===== config.mk =====
export PLATFORM = sky130hd
export DESIGN_NAME = htwc_front
export DESIGN_NICKNAME = d
export VERILOG_FILES = /design/src/rtl/core/htwc_pkg.sv /design/src/rtl/core/htwc_front.sv
export SDC_FILE = /design/constraint.sdc
export NUM_CORES = 1
export LEC_CHECK = 0
export BUFFER_PORTS_ARGS = -buffer_cell sky130_fd_sc_hd__clkbuf_2
export CORE_UTILIZATION = 50
export CTS_CLUSTER_SIZE = 30
export DETAILED_ROUTE_END_ITERATION = 12
export GPL_TIMING_DRIVEN = 0
export HOLD_SLACK_MARGIN = 0.15
export PLACE_DENSITY = 0.79
export SYNTH_ARGS = -nofsm -noshare
export SYNTH_HDL_FRONTEND = slang
export SYNTH_SLANG_ARGS = --single-unit

===== constraint.sdc =====
create_clock -name clk -period 5.7 [get_ports clk]
set_clock_uncertainty 0.1 [all_clocks]
set_input_delay 0.57 -clock clk [delete_from_list [all_inputs] [get_ports clk]]
set_output_delay 0.57 -clock clk [all_outputs]
set_load 0.1 [all_outputs]

===== src/rtl/core/htwc_pkg.sv =====
// Package with shared types, constants and codes for the window capture block.
`timescale 1ns / 1ps

package htwc_pkg;

    // Default window and pre-trigger ring sizes.
    localparam int WINDOW_LEN_DEF = 50;
    localparam int PRE_LEN_DEF    = 10;

    // Depth of the command queue between front and back.
    localparam int QUEUE_DEPTH = 4;

    // Configuration register indexes and reset values.
    localparam logic [1:0] CFG_ENTER_LEVEL    = 2'd0;
    localparam logic [1:0] CFG_EXIT_LEVEL     = 2'd1;
    localparam logic [1:0] CFG_ARM_WHEN_ABOVE = 2'd2;
    localparam logic [1:0] CFG_COOLDOWN_TIME  = 2'd3;

    localparam logic signed [15:0] ENTER_LEVEL_RST = 16'sd896;
    localparam logic signed [15:0] EXIT_LEVEL_RST  = 16'sd1152;
    localparam logic               ARM_ABOVE_RST   = 1'b0;
    localparam logic [15:0]        COOLDOWN_RST    = 16'd800;

    typedef struct packed {
        logic signed [15:0] accel_x;
        logic signed [15:0] accel_y;
        logic signed [15:0] accel_z;
        logic signed [15:0] gyro_x;
        logic signed [15:0] gyro_y;
        logic signed [15:0] gyro_z;
        logic        [31:0] now_ms;
    } in_t;

    typedef struct packed {
        logic signed [15:0] out_accel_x;
        logic signed [15:0] out_accel_y;
        logic signed [15:0] out_accel_z;
        logic signed [15:0] out_gyro_x;
        logic signed [15:0] out_gyro_y;
        logic signed [15:0] out_gyro_z;
        logic        [5:0]  slot_index;
        logic        [7:0]  event_number;
        logic               last_slot;
    } out_t;

    // One stored sample: the six axes.
    typedef struct packed {
        logic signed [15:0] accel_x;
        logic signed [15:0] accel_y;
        logic signed [15:0] accel_z;
        logic signed [15:0] gyro_x;
        logic signed [15:0] gyro_y;
        logic signed [15:0] gyro_z;
    } sample_t;

    typedef enum logic [2:0] {
        CMD_RING,
        CMD_ARM,
        CMD_APPEND,
        CMD_DROP,
        CMD_EMIT
    } cmd_op_t;

    typedef struct packed {
        cmd_op_t     op;
        sample_t     smp;
        logic [7:0]  event_number;
    } cmd_t;

    typedef enum logic [2:0] {
        BK_IDLE,
        BK_EXEC,
        BK_COPY_RD,
        BK_COPY_WR,
        BK_PAD,
        BK_EMIT_RD,
        BK_EMIT_OUT
    } back_state_t;

endpackage


===== src/rtl/core/htwc_front.sv =====
// Front end: configuration registers, trigger classification and event bookkeeping.
`timescale 1ns / 1ps

module htwc_front
    import htwc_pkg::*;
(
    input  logic        clk,
    input  logic        rst_n,
    input  logic        cfg_write,
    input  logic [1:0]  cfg_index,
    input  logic [15:0] cfg_data,
    input  logic        sample_valid,
    output logic        sample_ready,
    input  in_t         sample,
    input  logic        q_full,
    output logic        q_push,
    output cmd_t        q_cmd
);

    logic signed [15:0] enter_level_reg;
    logic signed [15:0] exit_level_reg;
    logic               arm_above_reg;
    logic [15:0]        cooldown_reg;

    logic               capturing_reg, capturing_next;
    logic [31:0]        last_event_reg, last_event_next;
    logic [7:0]         event_count_reg, event_count_next;

    logic               accept;
    logic               arm_hit;
    logic               exit_hit;
    logic [31:0]        elapsed;
    sample_t            smp;

    always_ff @(posedge clk or negedge rst_n)
    begin
        if (!rst_n)
        begin
            enter_level_reg <= ENTER_LEVEL_RST;
            exit_level_reg  <= EXIT_LEVEL_RST;
            arm_above_reg   <= ARM_ABOVE_RST;
            cooldown_reg    <= COOLDOWN_RST;
        end
        else if (cfg_write)
        begin
            case (cfg_index)
                CFG_ENTER_LEVEL:    enter_level_reg <= cfg_data;
                CFG_EXIT_LEVEL:     exit_level_reg  <= cfg_data;
                CFG_ARM_WHEN_ABOVE: arm_above_reg   <= cfg_data[0];
                CFG_COOLDOWN_TIME:  cooldown_reg    <= cfg_data;
                default:            ;
            endcase
        end
    end

    assign sample_ready = !q_full;
    assign accept       = sample_valid && sample_ready;

    assign smp = '{accel_x: sample.accel_x, accel_y: sample.accel_y,
                   accel_z: sample.accel_z, gyro_x: sample.gyro_x,
                   gyro_y: sample.gyro_y, gyro_z: sample.gyro_z};

    assign arm_hit  = arm_above_reg ? (sample.accel_y > enter_level_reg)
                                    : (sample.accel_y < enter_level_reg);
    assign exit_hit = arm_above_reg ? (sample.accel_y < exit_level_reg)
                                    : (sample.accel_y > exit_level_reg);
    assign elapsed  = sample.now_ms - last_event_reg;

    always_comb
    begin
        capturing_next   = capturing_reg;
        last_event_next  = last_event_reg;
        event_count_next = event_count_reg;
        q_push           = accept;
        q_cmd.smp        = smp;
        q_cmd.op         = CMD_RING;
        q_cmd.event_number = event_count_reg;
        if (!capturing_reg)
        begin
            if (arm_hit)
            begin
                q_cmd.op = CMD_ARM;
            end
        end
        else if (exit_hit)
        begin
            if (elapsed > {16'd0, cooldown_reg})
            begin
                q_cmd.op           = CMD_EMIT;
                q_cmd.event_number = event_count_reg + 8'd1;
            end
            else
            begin
                q_cmd.op = CMD_DROP;
            end
        end
        else
        begin
            q_cmd.op = CMD_APPEND;
        end
        if (accept)
        begin
            if (!capturing_reg)
            begin
                capturing_next = arm_hit;
            end
            else if (exit_hit)
            begin
                capturing_next = 1'b0;
                if (q_cmd.op == CMD_EMIT)
                begin
                    event_count_next = q_cmd.event_number;
                    last_event_next  = sample.now_ms;
                end
            end
        end
    end

    always_ff @(posedge clk or negedge rst_n)
    begin
        if (!rst_n)
        begin
            capturing_reg   <= 1'b0;
            last_event_reg  <= 32'd0;
            event_count_reg <= 8'd0;
        end
        else
        begin
            capturing_reg   <= capturing_next;
            last_event_reg  <= last_event_next;
            event_count_reg <= event_count_next;
        end
    end

endmodule


==> results.json, run 1 <==
{
  "status": "finished with violations",
  "violations": "negative setup slack",
  "vias": 6768,
  "end_kind": "output port",
  "peakVddDrop_v": 0.000209,
  "cts_hold_buf": 0,
  "grt_use_total_pct": 22.4,
  "grt_pass1_vias": 6031,
  "criticalPathCategory": "reg2out",
  "crit_top_cell": "nand4_1",
  "cts_root_buf": "clkbuf_16",
  "tritoncts": "built",
  "dp_hpwl_microns": 14600,
  "grt_max_degree": 50,
  "worstSkewPairLatency_ps": 350,
  "synth_edf_count": 0,
  "hold_viol": 0,
  "fin_util_pct": 65.2,
  "avgRoutedWirePerCell_microns": 14.8,
  "grt-ovfl-total": 0,
  "path_max_fanout": 5,
  "min_path_type": "in2async",
  "worstPathCellList": "inv_2 -> ha_4 -> nor2b_4 -> o2111a_2 -> o21a_1 -> or4_4 -> and2_4 -> xor2_2 -> ha_1 -> nand4_1 -> a2111oi_4 -> a211oi_2 -> a21oi_2 -> nor4_2 -> nand4_1 -> nor4_4 -> buf_4 -> buf_8 -> a211oi_4 -> xor2_4 -> buf_12",
  "drt-total-wl_microns": 18800,
  "ys_ff_latch": 90,
  "endpoint": "q_cmd[3]",
  "tightestPinTransition_ps": 909,
  "startpoint_type": "register",
  "slew_headroom_pct": 39.4,
  "drive_above_1_share_pct": 41.0,
  "synthFlopType": "dfrtp_1",
  "drcViolationCount": 0,
  "syn_area_sq_um": 7860,
  "finalCritPeriodShare_pct": 100,
  "post-route-min-period_ps": 5700,
  "synth-async-reset-ratio_pct": 100,
  "rsz0062_at_grt": "yes",
  "io_buffers": 179,
  "tns_ps": -2.21,
  "slew_viol_final": 0,
  "r2r_cells": 19,
  "crit_arrival_ps": 5030,
  "post_synth_main_area_contributors": "dfrtp_1 (26%), ha_1 (13%), buf_4 (9.2%), mux2_2 (5.7%), mux2_4 (5.3%)",
  "area_growth_pct": 26.5,
  "h-tree-depth": 3,
  "setup_violations": 1,
  "maxCapViolations": 0,
  "fillers": 1302,
  "rows": 45,
  "gp_congestion": 0.891,
  "cts.path.max_buffers": 2,
  "coreArea_sq_um": 15300,
  "worstReg2RegEnd": "last_event_reg[19]$_DFFE_PN0P_",
  "synth_cell_type_count": 63,
  "fmax_mhz": 175,
  "clk_pin_slew_ps": 70,
  "leakage_nw": 4.99,
  "yosys_warnings": 0,
  "synthCells": 858,
  "cts_made_buffers": 9,
  "largest_reg_flops": 32,
  "io_pins": 260,
  "fin_nets": 1289,
  "grt_antenna_before_repair": 0,
  "cts.sinks": 90,
  "die_area_sq_um": 16200,
  "die_h_microns": 127,
  "postRouteAntennaNets": 0,
  "worstReg2RegStart": "last_event_reg[1]$_DFFE_PN0P_",
  "crit_path_start": "last_event_reg[1]$_DFFE_PN0P_",
  "synth_top_cell_by_area": "dfrtp_1",
  "cp_slowest_cell": "or4_4",
  "start_util_pct": 51.5,
  "antenna_cells": 0,
  "viasPerCell": 5.32,
  "ys_seq_area_share_pct": 28.8,
  "avgSynthCellArea_sq_um": 9.16,
  "crit_required_ps": 5030,
  "die_w_microns": 127,
  "grt_pass1_wl_microns": 29100,
  "synth_top_area_share_pct": 26.1,
  "drt_iter0_drc": 356,
  "synth_nets": 1090,
  "worst_slack_ps": -2.21,
  "drt-pass1-iter-count": 5,
  "p_per_area_nw_per_um2": 481,
  "cp_slowest_stage_delay_ps": 430,
  "r2r_setup_slack_ps": 840
}
-- kinds of logic (layout without fill, tap and decap cells) --
kind of cell	after synthesis	in the layout	synth area share, %
AO/OA/AOI/OAI	188	188	15.8
XOR/XNOR	33	33	3.68
adder cells (fa/ha/maj)	81	81	13.0
buffers and inverters	207	411	14.9
flip-flops	90	90	28.8
multiplexers	72	72	11.6
AND/OR/NAND/NOR	187	187	12.3
-- layout make-up --
cell class                      count  area [sq um]  share of cell area [%]
Inverter                           91           342                    3.44
Clock buffer                       10           239                    2.40
Buffer                            116           837                    8.42
Multi-Input combinational cell    561          4770                    48.0
Clock inverter                      6          96.3                   0.969
Sequential cell                    90          2260                    22.8
Tap cell                          211           264                    2.66
Timing Repair Buffer              188          1130                    11.4
-- through the flow --
stage,cells,power [W],hold WS (ps),setup WS (ps),area [sq um]
3_3_place_gp,1248,0.00373,387,-688,9180
3_5_place_dp,1249,0.00379,393,-679,9210
6_report,1273,0.00478,156,-2.21,9940
4_1_cts,1267,0.00457,171,2.25,9730
5_1_grt,1273,0.00510,208,-182,9940
2_1_floorplan,858,0.00323,174,-52.0,8020
-- cell usage after synthesis (all sizes together) (8+ instances only) --
master	instances
a211oi	15
a21o	19
a21oi	53
buf	106
clkbuf	10
dfrtp	82
dfstp	8
ha	80
inv	91
mux2	68
nand2	59
nand3	14
nand4	22
nor2	29
nor3	11
o211ai	9
o21a	9
o21ai	42
xnor2	11
xor2	22
-- layer usage --
layer | track usage (%) | share of wire (%)
met5 | 0 | 0
met1 | 30.0 | 44
met2 | 38.6 | 50
met3 | 2.43 | 5.0
met4 | 5.60 | 1.0
-- where the power goes --
| part | total, W | internal (W) | switching (W) |
|---|---|---|---|
| sequential | 0.000961 | 0.000839 | 0.000123 |
| combinational | 0.00314 | 0.00121 | 0.00193 |
| clock | 0.000678 | 0.000402 | 0.000276 |
| total | 0.00478 | 0.00245 | 0.00232 |
-- worst min path at each step --
stage,cells past startpoint,to,slack [ps]
after floorplan,0,arm_above_reg$_DFFE_PN0P_,170
after global placement,1,exit_level_reg[13]$_DFFE_PN0P_,390
after detailed placement,1,last_event_reg[4]$_DFFE_PN0P_,390
after CTS,1,enter_level_reg[10]$_DFFE_PN0P_,170
after global routing,1,exit_level_reg[15]$_DFFE_PN0P_,210
final,1,enter_level_reg[10]$_DFFE_PN0P_,160
-- what timing repair did --
action	4_1_cts	5_1_grt
gates cloned	1	0
setup endpoints to repair	11	11
setup buffers	1	6
pin swaps	3	22
resized for setup	35	38
-- cells in the final DEF (no fill, tap or decap), types with 14 or more instances in the layout --
cell type	count
clkbuf_2	168
buf_4	104
inv_1	90
dfrtp_1	82
ha_1	79
nand2_1	58
a21oi_1	46
o21ai_0	40
mux2_2	39
nor2_1	29
mux2_4	29
nand4_1	22
a21o_1	19
xor2_1	14
nand3_1	14
-- critical path: cells and delay by family, from the launching register on --
family,cells,cell delay (ps)
DFF,1,410
and+or+nand+nor,7,1730
buffers and inverters,4,630
AOI/OAI and AO/OA,6,1000
adders and majority gates,2,520
xor gates and xnor gates,2,380
Note: power is estimated with default switching activity, not from simulation.
==> run 2: changes to the inputs <==
--- a/config.mk
+++ b/config.mk
@@ -7,6 +7,7 @@
 export LEC_CHECK = 0
 export BUFFER_PORTS_ARGS = -buffer_cell sky130_fd_sc_hd__clkbuf_2
 export CORE_UTILIZATION = 50
+export CTS_BUF_LIST = sky130_fd_sc_hd__clkbuf_8
 export CTS_CLUSTER_SIZE = 30
 export DETAILED_ROUTE_END_ITERATION = 12
 export GPL_TIMING_DRIVEN = 0
==> results.json, run 2 (synthesized netlist as in run 1, its figures left out) <==
{
  "status": "finished with violations",
  "violations": "negative setup slack",
  "io_buffers": 179,
  "drcViolationCount": 0,
  "start_util_pct": 51.5,
  "grt_pass1_vias": 5936,
  "area_growth_pct": 25.4,
  "avgRoutedWirePerCell_microns": 14.6,
  "coreArea_sq_um": 15300,
  "whs_ps": 327,
  "final_common_cell": "clkbuf_2",
  "drive_above_1_share_pct": 40.9,
  "cts.path.max_buffers": 2,
  "min_path_type": "in2reg",
  "largest_reg_flops": 32,
  "finalCritPeriodShare_pct": 101,
  "fmax_mhz": 173,
  "drt-pass1-iter-count": 5,
  "worstPathCellList": "inv_2 -> ha_4 -> nor2b_4 -> o2111a_2 -> o21a_1 -> or4_4 -> and2_4 -> xor2_2 -> ha_1 -> nand4_1 -> a2111oi_4 -> a211oi_2 -> a21oi_2 -> nor4_2 -> nand4_1 -> nor4_4 -> buf_4 -> buf_8 -> a211oi_4 -> xor2_4 -> buf_12",
  "grt-ovfl-total": 0,
  "path_max_fanout": 5,
  "regArea_sq_um": 2260,
  "worstSkewPairLatency_ps": 390,
  "crit_required_ps": 5030,
  "cp_slowest_cell": "or4_4",
  "dp_hpwl_microns": 14600,
  "end_kind": "output port",
  "grt_antenna_before_repair": 0,
  "worst_slack_ps": -69.2,
  "cts.sinks": 90,
  "rows": 45,
  "setup_violations": 9,
  "die_w_microns": 127,
  "grt_max_degree": 50,
  "clk_pin_slew_ps": 110,
  "postRouteAntennaNets": 0,
  "cts_root_buf": "clkbuf_8",
  "cp_slowest_stage_delay_ps": 430,
  "layout_common_cells": "clkbuf_2 (168), buf_4 (104), inv_1 (90)",
  "gp_congestion": 0.891,
  "vias": 6721,
  "fin_nets": 1290,
  "criticalPathCategory": "reg2out",
  "viasPerCell": 5.28,
  "tightestPinTransition_ps": 903,
  "slew_headroom_pct": 39.8,
  "crit_top_cell": "nand4_1",
  "peakVddDrop_v": 0.000374,
  "tns_ps": -441,
  "post-route-min-period_ps": 5770,
  "drt-total-wl_microns": 18600,
  "crit_arrival_ps": 5100,
  "io_pins": 260,
  "p_per_area_nw_per_um2": 469,
  "die_area_sq_um": 16200,
  "antenna_cells": 0,
  "fillers": 1312,
  "drt_iter0_drc": 375,
  "grt_use_total_pct": 22.2,
  "grt_pass1_wl_microns": 28900,
  "rsz0062_at_grt": "yes",
  "h-tree-depth": 3,
  "leakage_nw": 4.95,
  "slew_viol_final": 0,
  "tritoncts": "built",
  "startpoint_type": "register",
  "hold_viol": 0,
  "cts_made_buffers": 9,
  "die_h_microns": 127,
  "maxCapViolations": 0,
  "multi_input_area_sq_um": 4770
}
## run 2: per-layer routing
layer	track usage [%]	routed length, microns	vias up
met5	0	0	-
met4	4.97	228	0
met3	2.81	949	21
met2	37.9	9070	234
met1	30.1	8330	3146
li1	-	-	3320
## run 2: cell type report
cell class,count,share of cell area (%)
Multi-Input combinational cell,561,48.4
Sequential cell,90,23.0
Timing Repair Buffer,189,11.6
Buffer,116,8.49
Inverter,91,3.47
Tap cell,211,2.68
Clock buffer,10,1.40
Clock inverter,6,0.978
## run 2: final timing paths
path / startpoint / to / slack, ps / cells after the start
worst max-delay path: last_event_reg[1]$_DFFE_PN0P_ / q_cmd[2] / -70 / 21
worst min-delay path: cfg_data[7] / enter_level_reg[7]$_DFFE_PN1P_ / 330 / 3
worst max register to register: last_event_reg[1]$_DFFE_PN0P_ / last_event_reg[8]$_DFFE_PN0P_ / 810 / 19
worst min register to register: exit_level_reg[11]$_DFFE_PN0P_ / exit_level_reg[11]$_DFFE_PN0P_ / 410 / 1
max in group asynchronous: rst_n / cooldown_reg[5]$_DFFE_PN1P_ / 4150 / 3
min in group asynchronous: rst_n / exit_level_reg[15]$_DFFE_PN0P_ / 650 / 2
## run 2: timing repair
item                                    CTS  global route
pin swaps                                 4            24
hold endpoints to repair                 37             0
endpoints found under the setup margin   11            11
hold buffers                              1             0
resized for setup                        37            39
setup buffers                             1             6
gates cloned                              1             0
## run 2: power breakdown
part | internal [W] | switching (W)
clock network | 0.000265 | 0.000258
registers | 0.000837 | 0.000121
logic | 0.00122 | 0.00192
total | 0.00232 | 0.00230
## run 2: per-stage QoR
step	instances	total power (W)	instance area (sq um)	utilization (%)	worst slack, ps
2_1_floorplan	858	0.00323	8020	-	-52.0
5_1_grt	1274	0.00495	9850	64.6	-234
3_5_place_dp	1249	0.00379	9210	60.4	-679
4_1_cts	1268	0.00443	9650	63.2	26.9
6_report	1274	0.00462	9850	64.6	-69.2
3_3_place_gp	1248	0.00373	9180	60.2	-688
## run 2: worst max-delay path, delay by kind of cell, from the launching register on
kind                     cells  cell delay, ps
buffers and inverters        4             630
AND/OR/NAND/NOR              7            1740
adder cells (fa/ha/maj)      2             520
XOR/XNOR                     2             390
AO/OA/AOI/OAI                6            1030
flip-flops                   1             420
