**src/rtl/core/htwc_pkg.sv**
```systemverilog
// Package with shared types, constants and codes for the window capture block.
`timescale 1ns / 1ps

package htwc_pkg;

    // Default window and pre-trigger ring sizes.
    localparam int WINDOW_LEN_DEF = 50;
    localparam int PRE_LEN_DEF    = 10;

    // Depth of the command queue between front and back.
    localparam int QUEUE_DEPTH = 4;

    // Configuration register indexes and reset values.
    localparam logic [1:0] CFG_ENTER_LEVEL    = 2'd0;
    localparam logic [1:0] CFG_EXIT_LEVEL     = 2'd1;
    localparam logic [1:0] CFG_ARM_WHEN_ABOVE = 2'd2;
    localparam logic [1:0] CFG_COOLDOWN_TIME  = 2'd3;

    localparam logic signed [15:0] ENTER_LEVEL_RST = 16'sd896;
    localparam logic signed [15:0] EXIT_LEVEL_RST  = 16'sd1152;
    localparam logic               ARM_ABOVE_RST   = 1'b0;
    localparam logic [15:0]        COOLDOWN_RST    = 16'd800;

    typedef struct packed {
        logic signed [15:0] accel_x;
        logic signed [15:0] accel_y;
        logic signed [15:0] accel_z;
        logic signed [15:0] gyro_x;
        logic signed [15:0] gyro_y;
        logic signed [15:0] gyro_z;
        logic        [31:0] now_ms;
    } in_t;

    typedef struct packed {
        logic signed [15:0] out_accel_x;
        logic signed [15:0] out_accel_y;
        logic signed [15:0] out_accel_z;
        logic signed [15:0] out_gyro_x;
        logic signed [15:0] out_gyro_y;
        logic signed [15:0] out_gyro_z;
        logic        [5:0]  slot_index;
        logic        [7:0]  event_number;
        logic               last_slot;
    } out_t;

    // One stored sample: the six axes.
    typedef struct packed {
        logic signed [15:0] accel_x;
        logic signed [15:0] accel_y;
        logic signed [15:0] accel_z;
        logic signed [15:0] gyro_x;
        logic signed [15:0] gyro_y;
        logic signed [15:0] gyro_z;
    } sample_t;

    typedef enum logic [2:0] {
        CMD_RING,
        CMD_ARM,
        CMD_APPEND,
        CMD_DROP,
        CMD_EMIT
    } cmd_op_t;

    typedef struct packed {
        cmd_op_t     op;
        sample_t     smp;
        logic [7:0]  event_number;
    } cmd_t;

    typedef enum logic [2:0] {
        BK_IDLE,
        BK_EXEC,
        BK_COPY_RD,
        BK_COPY_WR,
        BK_PAD,
        BK_EMIT_RD,
        BK_EMIT_OUT
    } back_state_t;

endpackage

```
**src/rtl/core/htwc_queue.sv**
```systemverilog
// Short command queue that decouples the front end from the back end.
`timescale 1ns / 1ps

module htwc_queue
    import htwc_pkg::*;
(
    input  logic clk,
    input  logic rst_n,
    input  logic push,
    input  cmd_t push_cmd,
    output logic full,
    input  logic pop,
    output logic head_valid,
    output cmd_t head_cmd
);

    localparam int PW = $clog2(QUEUE_DEPTH);
    localparam int CW = $clog2(QUEUE_DEPTH + 1);

    cmd_t          entry_reg [QUEUE_DEPTH];
    logic [PW-1:0] wr_ptr_reg, rd_ptr_reg;
    logic [CW-1:0] count_reg;
    logic          do_push, do_pop;

    assign full       = (count_reg == CW'(QUEUE_DEPTH));
    assign head_valid = (count_reg != '0);
    assign head_cmd   = entry_reg[rd_ptr_reg];
    assign do_push    = push && !full;
    assign do_pop     = pop && head_valid;

    always_ff @(posedge clk)
    begin
        if (do_push)
        begin
            entry_reg[wr_ptr_reg] <= push_cmd;
        end
    end

    always_ff @(posedge clk or negedge rst_n)
    begin
        if (!rst_n)
        begin
            wr_ptr_reg <= '0;
            rd_ptr_reg <= '0;
            count_reg  <= '0;
        end
        else
        begin
            if (do_push)
            begin
                wr_ptr_reg <= (wr_ptr_reg == PW'(QUEUE_DEPTH - 1)) ? '0 : wr_ptr_reg + 1'b1;
            end
            if (do_pop)
            begin
                rd_ptr_reg <= (rd_ptr_reg == PW'(QUEUE_DEPTH - 1)) ? '0 : rd_ptr_reg + 1'b1;
            end
            case ({do_push, do_pop})
                2'b10:   count_reg <= count_reg + 1'b1;
                2'b01:   count_reg <= count_reg - 1'b1;
                default: ;
            endcase
        end
    end

endmodule

```
**config.mk**
```make
export PLATFORM = sky130hd
export DESIGN_NAME = htwc_queue
export DESIGN_NICKNAME = d
export VERILOG_FILES = /design/src/rtl/core/htwc_pkg.sv /design/src/rtl/core/htwc_queue.sv
export SDC_FILE = /design/constraint.sdc
export NUM_CORES = 1
export LEC_CHECK = 0
export ABC_AREA = 1
export BUFFER_PORTS_ARGS = -buffer_cell sky130_fd_sc_hd__clkbuf_2
export CORE_UTILIZATION = 34
export CTS_CLUSTER_SIZE = 25
export DETAILED_ROUTE_END_ITERATION = 6
export HOLD_SLACK_MARGIN = 0.02
export PLACE_DENSITY = 0.56
export SLEW_MARGIN = 20
export SYNTH_ARGS = -nofsm -noshare
export SYNTH_HDL_FRONTEND = slang
export SYNTH_SLANG_ARGS = --single-unit
```
**constraint.sdc**
```tcl
create_clock -name clk -period 7.54 [get_ports clk]
set_input_delay 0 -clock clk [delete_from_list [all_inputs] [get_ports clk]]
set_output_delay 0 -clock clk [all_outputs]
set_load 0.1 [all_outputs]
```
==> impl_metrics.ini, run 1 <==
[run_status]
status = completed

[sta]
report.final.hold_viol_count = 0
slew_headroom_pct = 27.2
setup_viol = 0
rsz0062_at_grt = false
period_share_pct = 47.5
fin_crit_ns = 3.58
slew_viol_final = 0
worst_pin_slew_ns = 1.09
max_freq_ghz = 0.279
skew_ns = 0.0118
fin_setup_tns_ns = 0

[synthesis]
yosys-top-cells-area = edfxtp_1 (73%), o211ai_1 (8.2%), nand2_1 (7.1%)
syn_nets = 1426
synthesis.area_mm2 = 0.0177
synth_cells = 1308
synth.avg_cell_area_um2 = 13.5
synth_top_cell_by_area = edfxtp_1
ys_types = 17
synth-seq-area-share_pct = 73.8
yosysWarnings = 0
yosysTopAreaCellShare_pct = 72.8
ys_ff_latch = 435

[setup_path]
start_kind = flop
r2r_setup_slack_ns = 5.10
critPathMaxFanout = 56
arrival_ns = 3.58
worstSetupPathType = reg2out
crit_required_ns = 7.54
endpoint_kind = primary output

[routing]
ant_nets = 0
routed_wl_um = 36000
dr.pass1.iters = 5
viasPerCell = 4.47
num_vias = 10458
post_drt_wl_per_cell_um = 15.4
remaining_drc_errors = 0
drtIter0Drc = 670

[die]
die_h_um = 230
die_x_um = 230
placementRows = 83
initial_core_util_pct = 34.4
ioPinCount = 220
core_area_mm2 = 0.0513
die-area_mm2 = 0.0529

[run]
cap_violations = 0

[layout]
largest_reg_flops = 428
final_nets = 1745
drive_above_1_share_pct = 19.0
n_antenna_cell = 0
area_delta_synth_final_pct = 22.6
final_area_mm2 = 0.0217

[placed_design]
hpwl_um = 19600
place_area_mm2 = 0.0191
numPortBuffers = 219
place_congestion = 0.715

[global_routing]
grt_max_degree = 224
grt_pass1_vias = 10574
grt_pass1_wl_um = 57500
antenna_found_initial = 0
grt.total_usage_pct = 13.8
grt_remaining_overflow = 0

[cts]
path_clk_slew_ns = 0.06
clk_path_buf_depth = 3
cts_tree = built
postCtsSetupBuffers = 0
clock_latency_ns = 0.56
numCtsBuffers = 46
h-tree-depth = 2
cts_root_buf = clkbuf_16
cts.sinks = 435

[min_path]
hold_class = in2reg
-- cells in the mapped netlist --
cell / count
o211ai_2: 20
buf_4: 10
dfrtp_1: 7
fa_1: 1
nor2_1: 6
o21ai_0: 1
buf_2: 21
inv_4: 1
ha_1: 6
inv_1: 228
edfxtp_1: 428
o211ai_1: 194
nand2_1: 336
buf_6: 40
xnor2_1: 1
nand3_1: 7
nand4_1: 1
-- metal layers --
metal	vias up	track usage, %	routed length [µm]	share of wire [%]
met1	5021	17.4	15900	44
met3	55	3.36	1770	4.9
met4	0	4.08	690	1.9
met5	-	0	0	0
met2	188	23.5	17700	49
li1	5194	-	-	-
-- cells in the final DEF, fill, tap and decap left out --
master,count
clkinv_2,5
buf_12,1
clkbuf_1,15
dlygate4sd3_1,111
dfrtp_4,2
bufinv_16,2
edfxtp_1,428
inv_1,228
o21ai_0,1
clkbuf_8,2
o211ai_2,20
nand2_1,336
clkbuf_16,49
o211ai_1,194
clkbuf_2,219
xnor2_1,1
buf_4,11
ha_1,6
nand3_1,7
nor2_4,4
inv_4,1
clkinv_1,10
fa_1,1
dfrtp_1,5
nor2_1,2
nand4_1,1
-- cells by family after synthesis --
family | count (synthesis) | synth area share [%]
AO/OA/AOI/OAI | 215 | 9.69
XOR/XNOR | 1 | 0.0496
adder cells (fa/ha/maj) | 7 | 0.538
buffers and inverters | 300 | 8.45
flip-flops | 435 | 73.8
AND/OR/NAND/NOR | 350 | 7.50
-- cell type report --
class	count	area, µm²
timing repair buffer	342	2310
inverter	229	862
sequential	435	13000
fill	4795	29600
multi-input combinational	573	3170
clock buffer	66	1310
tap	680	851
clock inverter	17	123
-- path summary, 6_finish.rpt --
check	from	endpoint	cells past startpoint
min reg2reg	count_reg[0]	count_reg[0]	1
min	push_cmd[79]	entry_reg[3][79]	2
max in group asynchronous	rst_n	rd_ptr_reg[1]	3
max	rd_ptr_reg[1]	head_cmd[70]	5
max reg2reg	count_reg[0]	entry_reg[2][61]	5
min in group asynchronous	rst_n	wr_ptr_reg[1]	3
-- what timing repair did --
action | 4_1_cts | 5_1_grt
hold buffers | 111 | 0
resized for setup | 0 | 0
endpoints found under the hold margin | 441 | 0
-- critical path: stages (launching register included) --
cell,delay [ns]
dfrtp_4,0.74
inv_4,0.62
buf_4,0.73
o211ai_1,0.20
nand2_1,0.12
clkbuf_2,0.46
-- metrics by stage --
| stage | cells | hold WS [ns] | utilization, % | worst slack, ns |
|---|---|---|---|---|
| 3_3_place_gp | 2148 | -0.147 | 37.3 | 4.44 |
| 5_1_grt | 2342 | 0.170 | 42.2 | 3.61 |
| 2_1_floorplan | 1308 | -0.296 | - | 1.81 |
| 4_1_cts | 2342 | 0.147 | 42.2 | 3.77 |
| 6_report | 2342 | 0.199 | 42.2 | 3.96 |
| 3_5_place_dp | 2148 | -0.140 | 37.3 | 4.39 |
Power of run 1 is not shown: default switching activity piles up to over one toggle a cycle in this logic, so the estimate is an artifact.
==> run 2: changes to the inputs <==
Settings changed: ABC_AREA 1 to 0, PLACE_DENSITY 0.56 to 0.58.
Clock period 7.54 ns to 3.2 ns, I/O delays scaled along.
==> run 2 against run 1 <==
Effect of this change: sequential share of layout area increased by 3.9 points; worst setup slack got worse by 3.4 ns; count of clock-buffer cells in the layout decreased by 14; hold slack improved by 0.017 ns; non-clock buffer count increased by 6; via count decreased by 29%; synthesized area decreased by 10%; register-to-register slack got worse by 4.1 ns; critical path type unchanged; flip-flop and latch count unchanged.
==> impl_metrics.ini, run 2 <==
[run_status]
status = completed

[routing]
drtIter0Drc = 389
post_drt_wl_per_cell_um = 19.1
routed_wl_um = 30600
ant_nets = 0
num_vias = 7464
remaining_drc_errors = 0
viasPerCell = 4.66
dr.pass1.iters = 4

[min_path]
hold_class = in2reg

[sta]
setup_viol = 0
skew_ns = 0.00894
report.final.hold_viol_count = 0
rsz0062_at_grt = false
fin_setup_tns_ns = 0
slew_headroom_pct = 60.4
fin_crit_ns = 2.61
max_freq_ghz = 0.383
slew_viol_final = 0
period_share_pct = 81.6
worst_pin_slew_ns = 0.597

[synthesis]
yosysWarnings = 0
synth.avg_cell_area_um2 = 26.4
synth_top_cell_by_area = edfxtp_1
synthesis.area_mm2 = 0.0158
syn_nets = 717
yosysTopAreaCellShare_pct = 81.2
synth_commonest_cells = edfxtp_1 (428), mux4_2 (107), buf_2 (13)
synth_edf_count = 428
yosys-top-cells-area = edfxtp_1 (81%), mux4_2 (15%), dfrtp_1 (1.1%)
async_reset_ff_share_pct = 1.61
synth-seq-area-share_pct = 82.3
ys_types = 21
synth.most_common_cell = edfxtp_1
ys_ff_latch = 435
synth_ff_type = edfxtp_1
synth_cells = 599

[die]
ioPinCount = 220
placementRows = 78
die_x_um = 218
core_area_mm2 = 0.0457
die-area_mm2 = 0.0474
die_h_um = 218
initial_core_util_pct = 34.7

[layout]
largest_reg_flops = 428
final_nets = 1088
layout_common_cells = edfxtp_1 (428), clkbuf_2 (219), dlygate4sd3_1 (111)
area_delta_synth_final_pct = 28.5
fill_cells = 3891
layout.cells.non_filler = 1602
drive_above_1_share_pct = 41.4
n_antenna_cell = 0
final_common_cell = edfxtp_1

[cts]
cts_root_buf = clkbuf_16
clk_path_buf_depth = 3
cts_tree = built
postCtsSetupBuffers = 0
cts.sinks = 435
h-tree-depth = 2
clock_latency_ns = 0.54
path_clk_slew_ns = 0.06
numCtsBuffers = 45

[placed_design]
numPortBuffers = 219
hpwl_um = 18100
place_congestion = 0.707
dp.cells = 1412

[setup_path]
endpoint_kind = primary output
arrival_ns = 2.61
cp_cell_sequence = buf_12, mux4_2, clkbuf_2
worstSetupPathType = reg2out
crit_required_ns = 3.20
critPathMaxFanout = 27
start_kind = flop
slowest_stage = dfrtp_4
slowest_delay_ns = 0.76

[global_routing]
grt.total_usage_pct = 13.1
grt_pass1_wl_um = 46700
grt_pass1_vias = 8082
antenna_found_initial = 0
grt_max_degree = 55
grt_remaining_overflow = 0

[run]
cap_violations = 0
-- run 2: cell count changes after synthesis, moves of 8 or more --
cell      change
buf_6        -38
nand2_1     -335
inv_1       -221
buf_2         -8
mux4_2      +107
o211ai_1    -194
o211ai_2     -20
buf_4         -9
-- run 2: metal layers --
layer | routed length [µm] | track usage, % | vias up
met4 | 485 | 3.54 | 0
met1 | 12900 | 16.5 | 3893
met2 | 15400 | 22.1 | 185
li1 | - | - | 3340
met3 | 1820 | 3.77 | 46
met5 | 0 | 0 | -
-- run 2: cells by family (layout without fill, tap and decap cells) --
kind of cell               count (synthesis)  in the layout  synth area share (%)
xor gates and xnor gates                   3              3                 0.166
adders and majority gates                  7              7                 0.600
buffers and inverters                     31            434                  1.03
DFF                                      435            435                  82.3
muxes                                    112            112                  15.6
and+or+nand+nor                           11             11                 0.379
-- run 2: worst paths after layout --
path,slack [ns],cells past startpoint,start,endpoint
worst max-delay path,0.59,3,rd_ptr_reg[0],head_cmd[31]
worst min-delay path,0.22,2,push_cmd[12],entry_reg[0][12]
worst max register to register,0.98,4,count_reg[2],entry_reg[3][18]
worst min register to register,0.49,1,count_reg[2],count_reg[2]
max in group asynchronous,2.51,3,rst_n,rd_ptr_reg[0]
min in group asynchronous,0.41,3,rst_n,count_reg[1]
-- run 2: cell type report --
type	count	area (µm²)	share of cell area, %
sequential	435	13000	64.0
multi-input combinational	133	2670	13.1
timing repair buffer	348	2520	12.4
clock buffer	52	1150	5.66
tap	600	751	3.69
clock inverter	27	203	0.996
inverter	7	26.3	0.129
-- run 2: repair_timing --
item,4_1_cts,5_1_grt
hold buffers,111,0
gates resized for setup,0,0
hold endpoints to repair,441,0
setup endpoints to repair,0,0
-- run 2: stage by stage --
step | setup slack [ns] | utilization [%] | hold slack [ns] | area, µm²
after global routing | 0.440 | 44.6 | 0.187 | 20400
after detailed placement | 0.939 | 39.2 | -0.151 | 17900
after global placement | 0.996 | 39.2 | -0.153 | 17900
after CTS | 0.492 | 44.6 | 0.166 | 20400
final | 0.590 | 44.6 | 0.216 | 20400
after floorplan | 0.328 | - | -0.296 | 15900
-- run 2: critical path: cells and delay by family (launching register included) --
family | cells | cell delay [ns]
buffers and inverters | 2 | 0.70
DFF | 1 | 0.76
muxes | 1 | 0.56
Power of run 2 is left out for the same reason.
==> run 3: changes to the inputs <==
Settings changed: ABC_AREA 0 to 1, PLACE_DENSITY 0.58 to 0.57.
Clock period 3.2 ns to 2.3 ns, I/O delays scaled along.
==> run 3 against run 2 <==
Effect of this change: count of clock-buffer cells in the layout up 7; die area up 11%; wire length up 26%; design area up 18%; non-clock buffer count up 24; flip-flop and latch count unchanged; worst setup slack worse by 0.45 ns; register-to-register slack worse by 0.54 ns; cell count up 48%; highest routed layer is now met5.
==> impl_metrics.ini, run 3 (synthesis results as in run 1) <==
[run_status]
status = completed

[sta]
report.final.hold_viol_count = 0
period_share_pct = 93.8
rsz0062_at_grt = false
slew_headroom_pct = 58.7
slew_viol_final = 0
skew_ns = 0.0118
worst_pin_slew_ns = 0.620
max_freq_ghz = 0.464
setup_viol = 0
fin_crit_ns = 2.16

[setup_path]
slowest_stage = dfrtp_4
worstSetupPathType = reg2out
arrival_ns = 2.16
critPathBufInv = 2
reg2regPathDepth = 10
cp_cell_sequence = buf_12, nand2_1, o211ai_1, nand2_1, buf_12
endpoint_kind = primary output
path_delay_family = buffers and inverters
r2r_setup_slack_ns = 0.44
critPathMaxFanout = 112
crit_required_ns = 2.30
worst_r2r_endpoint = count_reg[2]
start_kind = flop
timing.rr.start = count_reg[1]
slowest_delay_ns = 0.54

[cts]
h-tree-depth = 2
cts.sinks = 435
clock_latency_ns = 0.56
path_clk_slew_ns = 0.06
numCtsBuffers = 46
cts_tree = built
cts_root_buf = clkbuf_16
clk_path_buf_depth = 3

[global_routing]
antenna_found_initial = 2
grt.total_usage_pct = 14.6
grt_remaining_overflow = 0
grt_pass1_wl_um = 59800
grt_max_degree = 113
grt_pass1_vias = 10700

[run]
cap_violations = 0

[routing]
num_vias = 10732
ant_nets = 0
dr.pass1.iters = 5
drtIter0Drc = 570
post_drt_wl_per_cell_um = 16.2
viasPerCell = 4.53
remaining_drc_errors = 0
routed_wl_um = 38400

[layout]
drive_above_1_share_pct = 21.1
post-route-util_pct = 46.7
final_area_mm2 = 0.0239
layout_common_cells = edfxtp_1 (428), nand2_1 (335), inv_1 (226)
final_common_cell = edfxtp_1
largest_reg_flops = 428
final_nets = 1775
area_delta_synth_final_pct = 35.6
layout.cells.non_filler = 2369
fill_cells = 4493

[die]
placementRows = 83
ioPinCount = 220
initial_core_util_pct = 34.4
die_h_um = 230
die_x_um = 230
core_area_mm2 = 0.0513
die-area_mm2 = 0.0529

[min_path]
hold_class = in2reg
whs_path_depth = 2
worstHoldEndpoint = entry_reg[2][31]
worstHoldStart = push_cmd[31]

[placed_design]
hpwl_um = 23000
place_area_mm2 = 0.0213
dp.cells = 2177
place_congestion = 0.764
numPortBuffers = 219
run 3: cell count changes in the layout (fill, tap and decap cells not counted), sizes merged, moves of 100 or more:
cell    before  now
mux4       107    0
o211ai       0  214
nand2        1  336
clkbuf     271  171
inv          7  230
buf         18  149
run 3: cell type report:
cell class	instances	area [µm²]	share of cell area, %
Clock inverter	20	274	1.14
Timing Repair Buffer	372	4450	18.6
Inverter	229	865	3.61
Sequential cell	435	13000	54.4
Multi-Input combinational cell	573	3200	13.4
Tap cell	680	851	3.55
Clock buffer	59	1260	5.28
Antenna cell	1	2.50	0.0104
run 3: per-layer routing:
layer	global-route usage (%)	vias up	part of all wire, %
met2	24.5	213	49
met4	5.40	2	2.4
met3	2.36	59	4.1
met1	19.1	5202	44
met5	0	-	0.034
li1	-	5256	-
run 3: worst max-delay path by stage:
stage	startpoint	end	slack, ns	depth (start not counted)
6_report	rd_ptr_reg[0]	head_cmd[62]	0.14	5
5_1_grt	rd_ptr_reg[0]	head_cmd[62]	0.01	5
4_1_cts	rd_ptr_reg[0]	head_cmd[80]	0.007	5
3_5_place_dp	count_reg[1]	count_reg[2]	0.45	10
3_3_place_gp	count_reg[1]	count_reg[2]	0.46	10
2_1_floorplan	wr_ptr_reg[0]	entry_reg[2][0]	-0.36	4
run 3: what timing repair did:
action                                  in CTS  in global routing
hold endpoints to repair                   452                  0
endpoints found under the setup margin       0                 31
hold buffers                               111                  0
buffers inserted                             0                  1
gates resized for setup                      0                  3
run 3: metrics by stage:
| stage | worst slack (ns) | hold WS (ns) | TNS, ns |
|---|---|---|---|
| after floorplan | -0.356 | -0.296 | -149.06 |
| after global placement | 0.460 | -0.150 | 0 |
| after detailed placement | 0.448 | -0.151 | 0 |
| after CTS | 0.00745 | 0.153 | 0 |
| after global routing | 0.0103 | 0.179 | 0 |
| final | 0.143 | 0.201 | 0 |
Power of run 3 is left out for the same reason.
